`src/sv/itp_pkg.sv`:
```
`default_nettype none
package itp_pkg;

  typedef struct packed {
    logic [7:0] symbol;
    logic       flush;
  } in_item_t;

  typedef struct packed {
    logic [7:0] out_symbol;
    logic       out_valid;
    logic       expr_done;
    logic [1:0] error;
    logic       last;
  } out_item_t;

  typedef enum logic [2:0] {
    CODE_NONE  = 3'd0,
    CODE_LPAR  = 3'd1,
    CODE_PLUS  = 3'd2,
    CODE_MINUS = 3'd3,
    CODE_STAR  = 3'd4,
    CODE_CARET = 3'd5
  } op_code_t;

  typedef enum logic [2:0] {
    K_OTHER,
    K_ALNUM,
    K_OP,
    K_LPAR,
    K_RPAR,
    K_FLUSH
  } kind_t;

  typedef enum logic [1:0] {
    SEL_SYM,
    SEL_TOP,
    SEL_MARK
  } emit_sel_t;

  localparam logic [1:0] ERR_NONE     = 2'd0;
  localparam logic [1:0] ERR_PAREN    = 2'd1;
  localparam logic [1:0] ERR_OVERFLOW = 2'd2;

  localparam logic [7:0] CH_PLUS  = 8'h2B;
  localparam logic [7:0] CH_MINUS = 8'h2D;
  localparam logic [7:0] CH_STAR  = 8'h2A;
  localparam logic [7:0] CH_CARET = 8'h5E;
  localparam logic [7:0] CH_LPAR  = 8'h28;
  localparam logic [7:0] CH_RPAR  = 8'h29;

  // Commands from controller to datapath
  typedef struct packed {
    logic       load_item;
    logic       push;
    logic       pop;
    logic       emit;
    emit_sel_t  emit_sel;
    logic       emit_done;
    logic [1:0] emit_err;
    logic       emit_last;
  } itp_cmd_t;

  // Status from datapath to controller
  typedef struct packed {
    kind_t kind;
    logic  empty;
    logic  full;
    logic  more;       // at least two entries stacked
    logic  top_lpar;
    logic  top_pops;   // top operator outranks or ties the item
    logic  next_lpar;  // entry under the top is '('
    logic  next_pops;  // entry under the top outranks or ties the item
    logic  can_emit;
  } itp_stat_t;

  function automatic op_code_t op_code(input logic [7:0] c);
    case (c)
      CH_PLUS:  op_code = CODE_PLUS;
      CH_MINUS: op_code = CODE_MINUS;
      CH_STAR:  op_code = CODE_STAR;
      CH_CARET: op_code = CODE_CARET;
      default:  op_code = CODE_NONE;
    endcase
  endfunction

  function automatic logic [1:0] code_prio(input op_code_t c);
    case (c)
      CODE_PLUS:  code_prio = 2'd1;
      CODE_MINUS: code_prio = 2'd1;
      CODE_STAR:  code_prio = 2'd2;
      CODE_CARET: code_prio = 2'd3;
      default:    code_prio = 2'd0;
    endcase
  endfunction

  function automatic logic [7:0] code_char(input op_code_t c);
    case (c)
      CODE_LPAR:  code_char = CH_LPAR;
      CODE_PLUS:  code_char = CH_PLUS;
      CODE_MINUS: code_char = CH_MINUS;
      CODE_STAR:  code_char = CH_STAR;
      CODE_CARET: code_char = CH_CARET;
      default:    code_char = 8'd0;
    endcase
  endfunction

endpackage
`default_nettype wire

```
`src/sv/itp_datapath.sv`:
```
`default_nettype none
module itp_datapath
  import itp_pkg::*;
#(
  parameter int STACK_DEPTH = 16
) (
  input  wire logic      clk,
  input  wire logic      rst_n,
  input  wire in_item_t  in_data,
  input  wire itp_cmd_t  cmd,
  output itp_stat_t      stat,
  input  wire logic      out_stall,
  output logic           out_valid,
  output out_item_t      out_data
);

  localparam int CNT_W = $clog2(STACK_DEPTH + 1);

  in_item_t          item_r;
  op_code_t          stack_r [STACK_DEPTH];
  logic [CNT_W-1:0]  count_r, count_nxt;
  logic              out_valid_r, out_valid_nxt;
  out_item_t         out_data_r;

  kind_t      kind;
  op_code_t   item_code;
  logic [1:0] item_prio;
  logic       alnum;

  always_comb begin
    alnum = (item_r.symbol >= 8'h30 && item_r.symbol <= 8'h39) ||
            (item_r.symbol >= 8'h41 && item_r.symbol <= 8'h5A) ||
            (item_r.symbol >= 8'h61 && item_r.symbol <= 8'h7A);
    if (item_r.flush) begin
      kind = K_FLUSH;
    end else if (alnum) begin
      kind = K_ALNUM;
    end else if (op_code(item_r.symbol) != CODE_NONE) begin
      kind = K_OP;
    end else if (item_r.symbol == CH_LPAR) begin
      kind = K_LPAR;
    end else if (item_r.symbol == CH_RPAR) begin
      kind = K_RPAR;
    end else begin
      kind = K_OTHER;
    end
    item_code = (kind == K_LPAR) ? CODE_LPAR : op_code(item_r.symbol);
    item_prio = code_prio(item_code);
  end

  always_comb begin
    stat.kind      = kind;
    stat.empty     = (count_r == '0);
    stat.full      = (count_r == CNT_W'(STACK_DEPTH));
    stat.more      = (count_r > CNT_W'(1));
    stat.top_lpar  = (stack_r[0] == CODE_LPAR);
    stat.top_pops  = !stat.empty && (stack_r[0] != CODE_LPAR) &&
                     (code_prio(stack_r[0]) >= item_prio);
    stat.next_lpar = stat.more && (stack_r[1] == CODE_LPAR);
    stat.next_pops = stat.more && (stack_r[1] != CODE_LPAR) &&
                     (code_prio(stack_r[1]) >= item_prio);
    stat.can_emit  = !out_valid_r || !out_stall;
  end

  always_ff @(posedge clk) begin
    if (cmd.load_item) begin
      item_r <= in_data;
    end
  end

  // Shift-register stack: entry 0 is the top
  always_ff @(posedge clk) begin
    if (cmd.push) begin
      stack_r[0] <= item_code;
      for (int i = 1; i < STACK_DEPTH; i++) begin
        stack_r[i] <= stack_r[i-1];
      end
    end else if (cmd.pop) begin
      for (int i = 0; i < STACK_DEPTH - 1; i++) begin
        stack_r[i] <= stack_r[i+1];
      end
    end
  end

  always_comb begin
    count_nxt = count_r;
    if (cmd.push) begin
      count_nxt = count_r + CNT_W'(1);
    end else if (cmd.pop) begin
      count_nxt = count_r - CNT_W'(1);
    end
    out_valid_nxt = out_valid_r;
    if (cmd.emit) begin
      out_valid_nxt = 1'b1;
    end else if (!out_stall) begin
      out_valid_nxt = 1'b0;
    end
  end

  always_ff @(posedge clk) begin
    if (!rst_n) begin
      count_r     <= '0;
      out_valid_r <= 1'b0;
    end else begin
      count_r     <= count_nxt;
      out_valid_r <= out_valid_nxt;
    end
  end

  always_ff @(posedge clk) begin
    if (cmd.emit) begin
      case (cmd.emit_sel)
        SEL_SYM:  out_data_r.out_symbol <= item_r.symbol;
        SEL_TOP:  out_data_r.out_symbol <= code_char(stack_r[0]);
        default:  out_data_r.out_symbol <= 8'd0;
      endcase
      out_data_r.out_valid <= (cmd.emit_sel != SEL_MARK);
      out_data_r.expr_done <= cmd.emit_done;
      out_data_r.error     <= cmd.emit_err;
      out_data_r.last      <= cmd.emit_last;
    end
  end

  assign out_valid = out_valid_r;
  assign out_data  = out_data_r;

endmodule
`default_nettype wire

```
`src/sv/itp_ctrl.sv`:
```
`default_nettype none
module itp_ctrl
  import itp_pkg::*;
(
  input  wire logic      clk,
  input  wire logic      rst_n,
  input  wire logic      in_valid,
  output logic           in_stall,
  input  wire itp_stat_t stat,
  output itp_cmd_t       cmd
);

  typedef enum logic {
    S_IDLE,
    S_WORK
  } state_t;

  state_t state_r, state_nxt;
  logic   lerr_r, lerr_nxt;  // '(' dropped during flush
  logic   finish;

  always_comb begin
    cmd           = '0;
    cmd.emit_sel  = SEL_MARK;
    cmd.emit_err  = ERR_NONE;
    cmd.load_item = (state_r == S_IDLE) && in_valid;
    finish        = 1'b0;
    lerr_nxt      = lerr_r;
    state_nxt     = state_r;

    case (state_r)
      S_IDLE: begin
        if (in_valid) begin
          state_nxt = S_WORK;
        end
      end
      S_WORK: begin
        if (stat.can_emit) begin
          case (stat.kind)
            K_FLUSH: begin
              if (stat.empty) begin
                cmd.emit      = 1'b1;
                cmd.emit_done = 1'b1;
                cmd.emit_err  = lerr_r ? ERR_PAREN : ERR_NONE;
                cmd.emit_last = 1'b1;
                lerr_nxt      = 1'b0;
                finish        = 1'b1;
              end else begin
                cmd.pop = 1'b1;
                if (stat.top_lpar) begin
                  lerr_nxt = 1'b1;
                end else begin
                  cmd.emit     = 1'b1;
                  cmd.emit_sel = SEL_TOP;
                end
              end
            end
            K_ALNUM: begin
              cmd.emit      = 1'b1;
              cmd.emit_sel  = SEL_SYM;
              cmd.emit_last = 1'b1;
              finish        = 1'b1;
            end
            K_OP, K_LPAR: begin
              if (stat.kind == K_OP && stat.top_pops) begin
                // last pop unless the entry below pops too
                cmd.emit      = 1'b1;
                cmd.emit_sel  = SEL_TOP;
                cmd.pop       = 1'b1;
                cmd.emit_last = !stat.next_pops;
              end else if (stat.full) begin
                cmd.emit      = 1'b1;
                cmd.emit_err  = ERR_OVERFLOW;
                cmd.emit_last = 1'b1;
                finish        = 1'b1;
              end else begin
                cmd.push = 1'b1;
                finish   = 1'b1;
              end
            end
            K_RPAR: begin
              if (stat.empty) begin
                cmd.emit      = 1'b1;
                cmd.emit_err  = ERR_PAREN;
                cmd.emit_last = 1'b1;
                finish        = 1'b1;
              end else if (stat.top_lpar) begin
                cmd.pop = 1'b1;
                finish  = 1'b1;
              end else begin
                cmd.emit      = 1'b1;
                cmd.emit_sel  = SEL_TOP;
                cmd.pop       = 1'b1;
                cmd.emit_last = stat.next_lpar;
              end
            end
            default: begin
              finish = 1'b1;
            end
          endcase
        end
        if (finish) begin
          state_nxt = S_IDLE;
        end
      end
      default: begin
        state_nxt = S_IDLE;
      end
    endcase
  end

  always_ff @(posedge clk) begin
    if (!rst_n) begin
      state_r <= S_IDLE;
      lerr_r  <= 1'b0;
    end else begin
      state_r <= state_nxt;
      lerr_r  <= lerr_nxt;
    end
  end

  assign in_stall = (state_r != S_IDLE);

endmodule
`default_nettype wire

```
`src/sv/infix_to_postfix_converter.sv`:
```
`default_nettype none
// Channel  | Ports                             | Direction | Carries
// input    | in_valid, in_stall, in_data       | in        | one character or end flush
// result   | out_valid, out_stall, out_data    | out       | one postfix character or marker
//
// Steps: an item is taken while idle, then worked one step at a time. A step pops
//   one entry, emits one result, or does both; the last step also pushes or
//   finishes. in_stall holds off the next item until the current one is done;
//   a flush pops each stacked entry in turn.
// Reset: synchronous, active low; clears the stack count, controller state
//   and the output register's valid. Stack entries are not cleared.
// Stalls: out_stall freezes all work until the held result is taken; the
//   output register lets a finished item's last result wait while the next
//   item is taken.
module infix_to_postfix_converter
  import itp_pkg::*;
#(
  parameter int STACK_DEPTH = 16
) (
  input  wire logic     clk,
  input  wire logic     rst_n,
  input  wire logic     in_valid,
  output logic          in_stall,
  input  wire in_item_t in_data,
  output logic          out_valid,
  input  wire logic     out_stall,
  output out_item_t     out_data
);

  itp_cmd_t  cmd;
  itp_stat_t stat;

  // Sequence the item: decide pop, push and emit one step at a time
  itp_ctrl u_ctrl (
    .clk      (clk),
    .rst_n    (rst_n),
    .in_valid (in_valid),
    .in_stall (in_stall),
    .stat     (stat),
    .cmd      (cmd)
  );

  // Hold the item, the operator stack and the output register
  itp_datapath #(
    .STACK_DEPTH (STACK_DEPTH)
  ) u_datapath (
    .clk       (clk),
    .rst_n     (rst_n),
    .in_data   (in_data),
    .cmd       (cmd),
    .stat      (stat),
    .out_stall (out_stall),
    .out_valid (out_valid),
    .out_data  (out_data)
  );

endmodule
`default_nettype wire

```
`config.mk`:
```
export PLATFORM = sky130hd
export DESIGN_NAME = infix_to_postfix_converter
export DESIGN_NICKNAME = d
export VERILOG_FILES = /design/src/sv/itp_pkg.sv /design/src/sv/itp_datapath.sv /design/src/sv/itp_ctrl.sv /design/src/sv/infix_to_postfix_converter.sv
export SDC_FILE = /design/constraint.sdc
export NUM_CORES = 1
export LEC_CHECK = 0
export BUFFER_PORTS_ARGS = -buffer_cell sky130_fd_sc_hd__clkbuf_2
export CAP_MARGIN = 20
export CORE_MARGIN = 4
export CORE_UTILIZATION = 62
export CTS_BUF_LIST = sky130_fd_sc_hd__clkbuf_8
export CTS_CLUSTER_DIAMETER = 40
export CTS_CLUSTER_SIZE = 16
export DETAILED_ROUTE_END_ITERATION = 10
export HOLD_SLACK_MARGIN = 0.15
export MAX_ROUTING_LAYER = met4
export PLACE_DENSITY_LB_ADDON = 0.25
export SLEW_MARGIN = 10
export SYNTH_ARGS = -nofsm -noshare
export SYNTH_HDL_FRONTEND = slang
export SYNTH_SLANG_ARGS = --single-unit
```
`constraint.sdc`:
```
create_clock -name clk -period 5.17 [get_ports clk]
set_input_delay 0.517 -clock clk [delete_from_list [all_inputs] [get_ports clk]]
set_output_delay 0.517 -clock clk [all_outputs]
set_load 0.005 [all_outputs]
```
==> results of run 1 <==
==> metal layers <==
| metal | GRT usage, % | part of all wire, % | vias up |
|---|---|---|---|
| li1 | - | - | 1403 |
| met1 | 30.4 | 48 | 1331 |
| met2 | 31.0 | 45 | 94 |
| met3 | 3.60 | 4.5 | 15 |
| met4 | 9.76 | 2.0 | 0 |
| met5 | - | 0 | - |
==> state kept, by name (all words and copies together) (netlist names) <==
name and flops:
u_datapath.count_r 5, u_datapath.out_valid 1, u_datapath.item_r 9, u_ctrl.lerr_r 1, u_datapath.out_data 13, u_datapath.stack_r 48
u_ctrl.in_stall 1
==> report_power, final <==
part	total (mW)	internal [mW]	switching, mW
Combinational	0.0522	0.0204	0.0318
Clock	0.491	0.269	0.221
Sequential	0.705	0.693	0.0122
Total	1.25	0.982	0.265
==> layout make-up <==
cell class / count / share of cell area [%]
multi-input cells: 283 / 35.4
clock inverters: 7 / 2.09
well taps: 75 / 2.18
clock buffers: 9 / 2.88
flip-flops and latches: 78 / 52.5
inverters: 7 / 0.610
repair buffers: 32 / 4.30
==> path summary, 6_finish.rpt <==
check | start | to | cells after the start
min | in_data[0] | u_datapath.item_r[0]$_DFFE_PP_ | 1
max reg2reg | u_datapath.item_r[2]$_DFFE_PP_ | u_datapath.stack_r[0][6]$_DFFE_PP_ | 11
max | u_datapath.item_r[2]$_DFFE_PP_ | u_datapath.stack_r[0][6]$_DFFE_PP_ | 11
min reg2reg | u_datapath.stack_r[0][43]$_DFFE_PP_ | u_datapath.stack_r[0][46]$_DFFE_PP_ | 0
==> logic make-up after synthesis <==
logic type	Yosys count	share of synthesized area (%)
and+or+nand+nor	209	23.9
DFF	78	58.0
AOI/OAI and AO/OA	58	10.7
buffers and inverters	23	2.95
adders and majority gates	7	2.25
muxes	6	1.57
xor gates and xnor gates	2	0.449
other	1	0.0962
==> synthesized netlist by cell type (3+ instances only) <==
library cell and instances:
sky130_fd_sc_hd__edfxtp_1 70, sky130_fd_sc_hd__and3_1 3, sky130_fd_sc_hd__mux2i_1 5, sky130_fd_sc_hd__ha_1 7
sky130_fd_sc_hd__a31oi_1 5, sky130_fd_sc_hd__nand2b_1 9, sky130_fd_sc_hd__a21oi_1 10, sky130_fd_sc_hd__a21oi_2 3
sky130_fd_sc_hd__inv_1 6, sky130_fd_sc_hd__and2_1 3, sky130_fd_sc_hd__nand3_1 6, sky130_fd_sc_hd__a22o_1 3
sky130_fd_sc_hd__a211oi_1 3, sky130_fd_sc_hd__buf_2 7, sky130_fd_sc_hd__a32o_1 3, sky130_fd_sc_hd__nor2_1 14
sky130_fd_sc_hd__dfxtp_1 8, sky130_fd_sc_hd__nor3_1 7, sky130_fd_sc_hd__clkbuf_1 5, sky130_fd_sc_hd__o21ai_0 13
sky130_fd_sc_hd__nand2_1 141, sky130_fd_sc_hd__nor3b_1 5, sky130_fd_sc_hd__nor2b_1 7
==> per-stage QoR <==
| stage | cell area, um^2 | worst slack, ps |
|---|---|---|
| floorplan | 3900 | 926 |
| global placement | 4090 | 1180 |
| detailed placement | 4090 | 1050 |
| CTS | 4310 | 1020 |
| global route | 4310 | 635 |
| finish | 4310 | 965 |
==> critical path: stages (launching register included) <==
cell	delay, ps
sky130_fd_sc_hd__edfxtp_1	550
sky130_fd_sc_hd__nor3_1	380
sky130_fd_sc_hd__nor3b_1	500
sky130_fd_sc_hd__o21bai_1	220
sky130_fd_sc_hd__ha_1	270
sky130_fd_sc_hd__nand2b_1	140
sky130_fd_sc_hd__a21oi_1	140
sky130_fd_sc_hd__nor3_1	90
sky130_fd_sc_hd__o21ai_0	120
sky130_fd_sc_hd__or4b_4	630
sky130_fd_sc_hd__nand2_1	550
sky130_fd_sc_hd__buf_12	290
==> cell usage in the layout (no fill, tap or decap), drive strengths merged, types with 2 or more instances in the layout <==
cell,synthesis,layout
nand2,142,142
o21a,2,2
clkbuf,6,36
nor3,8,8
nand2b,9,9
or2,2,2
nor3b,5,5
or3,2,2
bufinv,0,2
nand3,6,6
a32o,3,3
inv,7,8
o21ai,15,15
a22o,3,3
ha,7,7
buf,10,5
and2,3,3
o21bai,2,2
mux2i,5,5
nor2,14,14
a22oi,2,2
a211oi,3,3
clkinv,0,3
edfxtp,70,70
a21boi,2,2
a31oi,5,5
and3,3,3
dfxtp,8,8
nor2b,7,7
o31a,2,2
a21oi,13,13
==> flow_summary.toml, run 1 <==
[setup_path]
startpoint_type = "register"
crit_path_end_kind = "register"
timing.critical_path.required_ps = 5210
cp_data_arrival_time_ps = 4250
slack_of_the_worst_reg_to_reg_path_ps = 970
worst-path-max-fanout = 31
criticalPathCategory = "reg -> reg"

[final_layout]
finalCoreUtilization_pct = 71.5
fillerInstances = 442
post_layout_nonfiller_instances = 491
total_area_of_multi_input_combinational_cells_mm2 = 0.00153
layout-area-overhead-vs-synth_pct = 10.5
antenna_cells = 0
final_layout_size_suffix_gt1_share_pct = 15.1
design.final.nets = 431
seqCellArea_mm2 = 0.00226

[clocking]
worst_skew_pair.late_latency_ps = 340
cts_sinks = 78
tritoncts = "done"
cts_post_setup_buffers_inserted = 0
postCtsHoldBufs = 0
cts.repair.resized = 0
root_buffer = "sky130_fd_sc_hd__clkbuf_8"
h-tree-depth = 3
clock_transition_at_path_regs_ps = 80
clock_tree_buffer_depth = 2
cts_buffers = 9

[die]
placementRows = 28
start_util_pct = 64.7
floorplan.die_area_mm2 = 0.00762
coreArea_mm2 = 0.00603
dieHeight_um = 87.3
io_pins = 28
die_width_um = 87.3

[place]
placed_cells_incl_taps = 475
gp_congestion = 0.981
io_buffers = 27
total_half_perimeter_wirelength_after_legalization_and_detailed_placement_mm = 5.00

[sta]
whs_ps = 347
drv_slew = 0
layout_min_cycle_time_ps = 4200
fmax_mhz = 238
finClkSkew_ps = 8.81
max_slew_margin_pct = 45.0
layout_worst_path_cycle_share_pct = 81.3
worst-slew-pin-transition_ps = 823
grt_setup_unrepaired = "false"
hold_viol = 0
setup_total_negative_slack_ps = 0
setup_violations = 0

[global_routing]
global_route.overflow_total = 0
number_of_global_route_vias_before_repair = 2688
combined_global_route_utilization_of_all_metal_layers_pct = 21.7
antenna_found_initial = 0
first_pass_grt_wire_length_mm = 12.4
maximum_number_of_pins_on_one_net_before_global_route_repair = 32

[detailed_routing]
antenna_left = 0
wl_per_cell_um = 15.0
detailroute.via_count = 2843
average_via_count_per_standard_cell = 5.79
finalWirelength_mm = 7.35
drt_pass1_iterations = 5
detail_route.drc_violations = 0
drt_first_iter_violations = 226

[power]
vdd_ir_drop_max_mv = 0.171
leakage_power_total_nw = 1.68
power_density_mw_per_mm2 = 290
total_power_mw = 1.25

[yosys]
synth-seq-area-share_pct = 58.0
asyncSetResetFlopFracSynth_pct = 0
netlist_instances = 384
synth.avg_cell_area_um2 = 10.2
yosysUniqueCellTypes = 55
yosys_warnings = 0
synth_largest_type_area_fraction_pct = 53.9
synth_fp_nets = 404
postSynthRegisterBits = 78
synth_area_leaders = "sky130_fd_sc_hd__edfxtp_1 54%, sky130_fd_sc_hd__nand2_1 14%, sky130_fd_sc_hd__dfxtp_1 4.1%"
synth_top_cell_by_area = "sky130_fd_sc_hd__edfxtp_1"
ys_dominant_reg_cell = "sky130_fd_sc_hd__edfxtp_1"
synth_edf_count = 70
mapped_cell_area_mm2 = 0.00390

[job]
max_cap_viol_count = 0

[outcome]
run_status = "complete, no violations"

[hold_path]
timing.hold.worst.class = "in -> reg"
Power figures use the tool's default switching activity.
==> run 2: changes to the inputs <==
ABC_AREA = 1   (was not set)
clock period = 3.96 ns   (was 5.17 ns; I/O delays follow)
==> flow_summary.toml, run 2 <==
[outcome]
run_status = "complete, no violations"

[setup_path]
crit_path_end_kind = "register"
worst_reg2reg_path_length_in_cells = 16
worst-path-max-fanout = 62
startpoint_type = "register"
criticalPathCategory = "reg -> reg"
startpoint_of_the_worst_slack_reg_to_reg_timing_path = "u_datapath.item_r[7]$_DFFE_PP_"
timing.critical_path.required_ps = 4200
slack_of_the_worst_reg_to_reg_path_ps = 830
cp_data_arrival_time_ps = 3360
reg2reg_to = "u_datapath.count_r[0]$_SDFFE_PN0P_"

[detailed_routing]
detailroute.via_count = 2821
wl_per_cell_um = 13.4
drt_first_iter_violations = 178
antenna_left = 0
average_via_count_per_standard_cell = 5.28
drt_pass1_iterations = 5
finalWirelength_mm = 7.18
detail_route.drc_violations = 0

[sta]
layout_min_cycle_time_ps = 3130
finClkSkew_ps = 6.60
drv_slew = 0
max_slew_margin_pct = 40.4
setup_total_negative_slack_ps = 0
grt_setup_unrepaired = "false"
whs_ps = 222
layout_worst_path_cycle_share_pct = 78.9
fmax_mhz = 320
worst-slew-pin-transition_ps = 891
setup_violations = 0
hold_viol = 0

[yosys]
synth_area_leaders = "sky130_fd_sc_hd__edfxtp_1 53%, sky130_fd_sc_hd__nand2_1 11%, sky130_fd_sc_hd__inv_1 4.7%"
synth_largest_type_area_fraction_pct = 52.6
synth_edf_count = 70
ys_dominant_reg_cell = "sky130_fd_sc_hd__edfxtp_1"
netlist_instances = 425
asyncSetResetFlopFracSynth_pct = 0
yosysUniqueCellTypes = 32
post_synth_most_frequent_cells = "113 x sky130_fd_sc_hd__nand2_1, 70 x sky130_fd_sc_hd__edfxtp_1, 50 x sky130_fd_sc_hd__inv_1"
post-synth-top-count-cell = "sky130_fd_sc_hd__nand2_1"
postSynthRegisterBits = 78
synth.avg_cell_area_um2 = 9.40
synth_fp_nets = 445
mapped_cell_area_mm2 = 0.00400
synth_top_cell_by_area = "sky130_fd_sc_hd__edfxtp_1"
yosys_warnings = 0
synth-seq-area-share_pct = 56.6

[hold_path]
hold_depth = 1
worstHoldEndpoint = "u_datapath.item_r[8]$_DFFE_PP_"
holdCritStartpoint = "in_data[8]"
timing.hold.worst.class = "in -> reg"

[global_routing]
first_pass_grt_wire_length_mm = 12.2
combined_global_route_utilization_of_all_metal_layers_pct = 21.3
number_of_global_route_vias_before_repair = 2691
antenna_found_initial = 0
maximum_number_of_pins_on_one_net_before_global_route_repair = 63
global_route.overflow_total = 0

[die]
die_width_um = 88.3
dieHeight_um = 88.3
io_pins = 28
coreArea_mm2 = 0.00610
floorplan.die_area_mm2 = 0.00779
start_util_pct = 65.6
placementRows = 28

[clocking]
clock_tree_buffer_depth = 2
worst_skew_pair.late_latency_ps = 340
cts.repair.resized = 0
cts_post_setup_buffers_inserted = 0
cts_sinks = 78
postCtsHoldBufs = 0
clock_transition_at_path_regs_ps = 80
tritoncts = "done"
cts_buffers = 9
root_buffer = "sky130_fd_sc_hd__clkbuf_8"
h-tree-depth = 3

[final_layout]
final_layout_size_suffix_gt1_share_pct = 16.6
layout-area-overhead-vs-synth_pct = 8.67
final_cell_mix = "113 x sky130_fd_sc_hd__nand2_1, 70 x sky130_fd_sc_hd__edfxtp_1, 52 x sky130_fd_sc_hd__inv_1"
fillerInstances = 457
final_common_cell = "sky130_fd_sc_hd__nand2_1"
finalCoreUtilization_pct = 71.2
antenna_cells = 0
design.final.nets = 475
registers.top_by_ff_count = "u_datapath.stack_r"
largest_reg_flops = 48

[place]
gp_congestion = 0.905
total_half_perimeter_wirelength_after_legalization_and_detailed_placement_mm = 5.10
io_buffers = 27

[power]
power_density_mw_per_mm2 = 372
vdd_ir_drop_max_mv = 0.269
leakage_power_total_nw = 1.90

[job]
max_cap_viol_count = 0
## run 2: cells by family after synthesis
family                   Yosys count  share of synthesized area (%)
multiplexers                       1                          0.250
flip-flops                        78                           56.6
buffers and inverters             67                           7.70
other                              1                         0.0938
AO/OA/AOI/OAI                     65                           9.36
adder cells (fa/ha/maj)            7                           2.19
AND/OR/NAND/NOR                  204                           23.4
XOR/XNOR                           2                          0.438
## run 2: power by group
group,switching [mW],internal [mW]
logic,0.0520,0.0245
clock network,0.279,0.346
registers,0.0107,0.905
## run 2: worst max-delay path by stage
stage / start / end / slack, ps / depth (start not counted)
finish: u_datapath.item_r[7]$_DFFE_PP_ / u_datapath.count_r[0]$_SDFFE_PN0P_ / 830 / 16
CTS: u_datapath.item_r[7]$_DFFE_PP_ / u_datapath.count_r[0]$_SDFFE_PN0P_ / 780 / 16
floorplan: u_datapath.item_r[3]$_DFFE_PP_ / u_datapath.stack_r[0][0]$_DFFE_PP_ / 1380 / 15
global placement: u_datapath.item_r[7]$_DFFE_PP_ / u_datapath.count_r[0]$_SDFFE_PN0P_ / 920 / 16
global route: u_datapath.item_r[7]$_DFFE_PP_ / u_datapath.count_r[0]$_SDFFE_PN0P_ / 460 / 16
detailed placement: u_datapath.item_r[7]$_DFFE_PP_ / u_datapath.count_r[0]$_SDFFE_PN0P_ / 800 / 16
## run 2: routing by layer
metal | vias to the layer above | wire length (um) | global-route usage [%]
met4 | 0 | 117 | 7.55
met3 | 15 | 352 | 5.68
met5 | - | 0 | -
met2 | 65 | 3460 | 33.9
met1 | 1278 | 3250 | 26.4
li1 | 1463 | - | -
## run 2: cell type report
| class | instances | area [um^2] | area share (%) |
|---|---|---|---|
| sequential | 78 | 2260 | 52.1 |
| multi-input combinational | 280 | 1430 | 32.8 |
| inverter | 59 | 221 | 5.10 |
| timing repair buffer | 27 | 135 | 3.11 |
| clock buffer | 9 | 124 | 2.85 |
| tap | 75 | 93.8 | 2.16 |
| clock inverter | 6 | 80.1 | 1.84 |
## run 2: critical path: stages, from the launching register on
cell	delay, ps
sky130_fd_sc_hd__edfxtp_1	470
sky130_fd_sc_hd__nor2_1	170
sky130_fd_sc_hd__nand3_1	160
sky130_fd_sc_hd__nor2_4	150
sky130_fd_sc_hd__inv_1	80
sky130_fd_sc_hd__nand2_1	90
sky130_fd_sc_hd__ha_1	230
sky130_fd_sc_hd__inv_1	50
sky130_fd_sc_hd__nand2_1	40
sky130_fd_sc_hd__a21oi_1	140
sky130_fd_sc_hd__nor2_2	80
sky130_fd_sc_hd__nand4_4	180
sky130_fd_sc_hd__nand2_4	100
sky130_fd_sc_hd__nand2_8	300
sky130_fd_sc_hd__nand2_4	420
sky130_fd_sc_hd__o21ai_0	300
sky130_fd_sc_hd__nor2_1	60
## run 2: metrics by stage
| step | total power, mW | cells | setup WS [ps] | cell area, um^2 |
|---|---|---|---|---|
| final | 1.62 | 534 | 834 | 4340 |
| after global routing | 1.67 | 534 | 459 | 4340 |
| after CTS | 1.63 | 534 | 780 | 4340 |
| after global placement | 1.01 | 519 | 920 | 4140 |
| after floorplan | 0.983 | 425 | 1380 | 4000 |
| after detailed placement | 1.01 | 519 | 802 | 4140 |
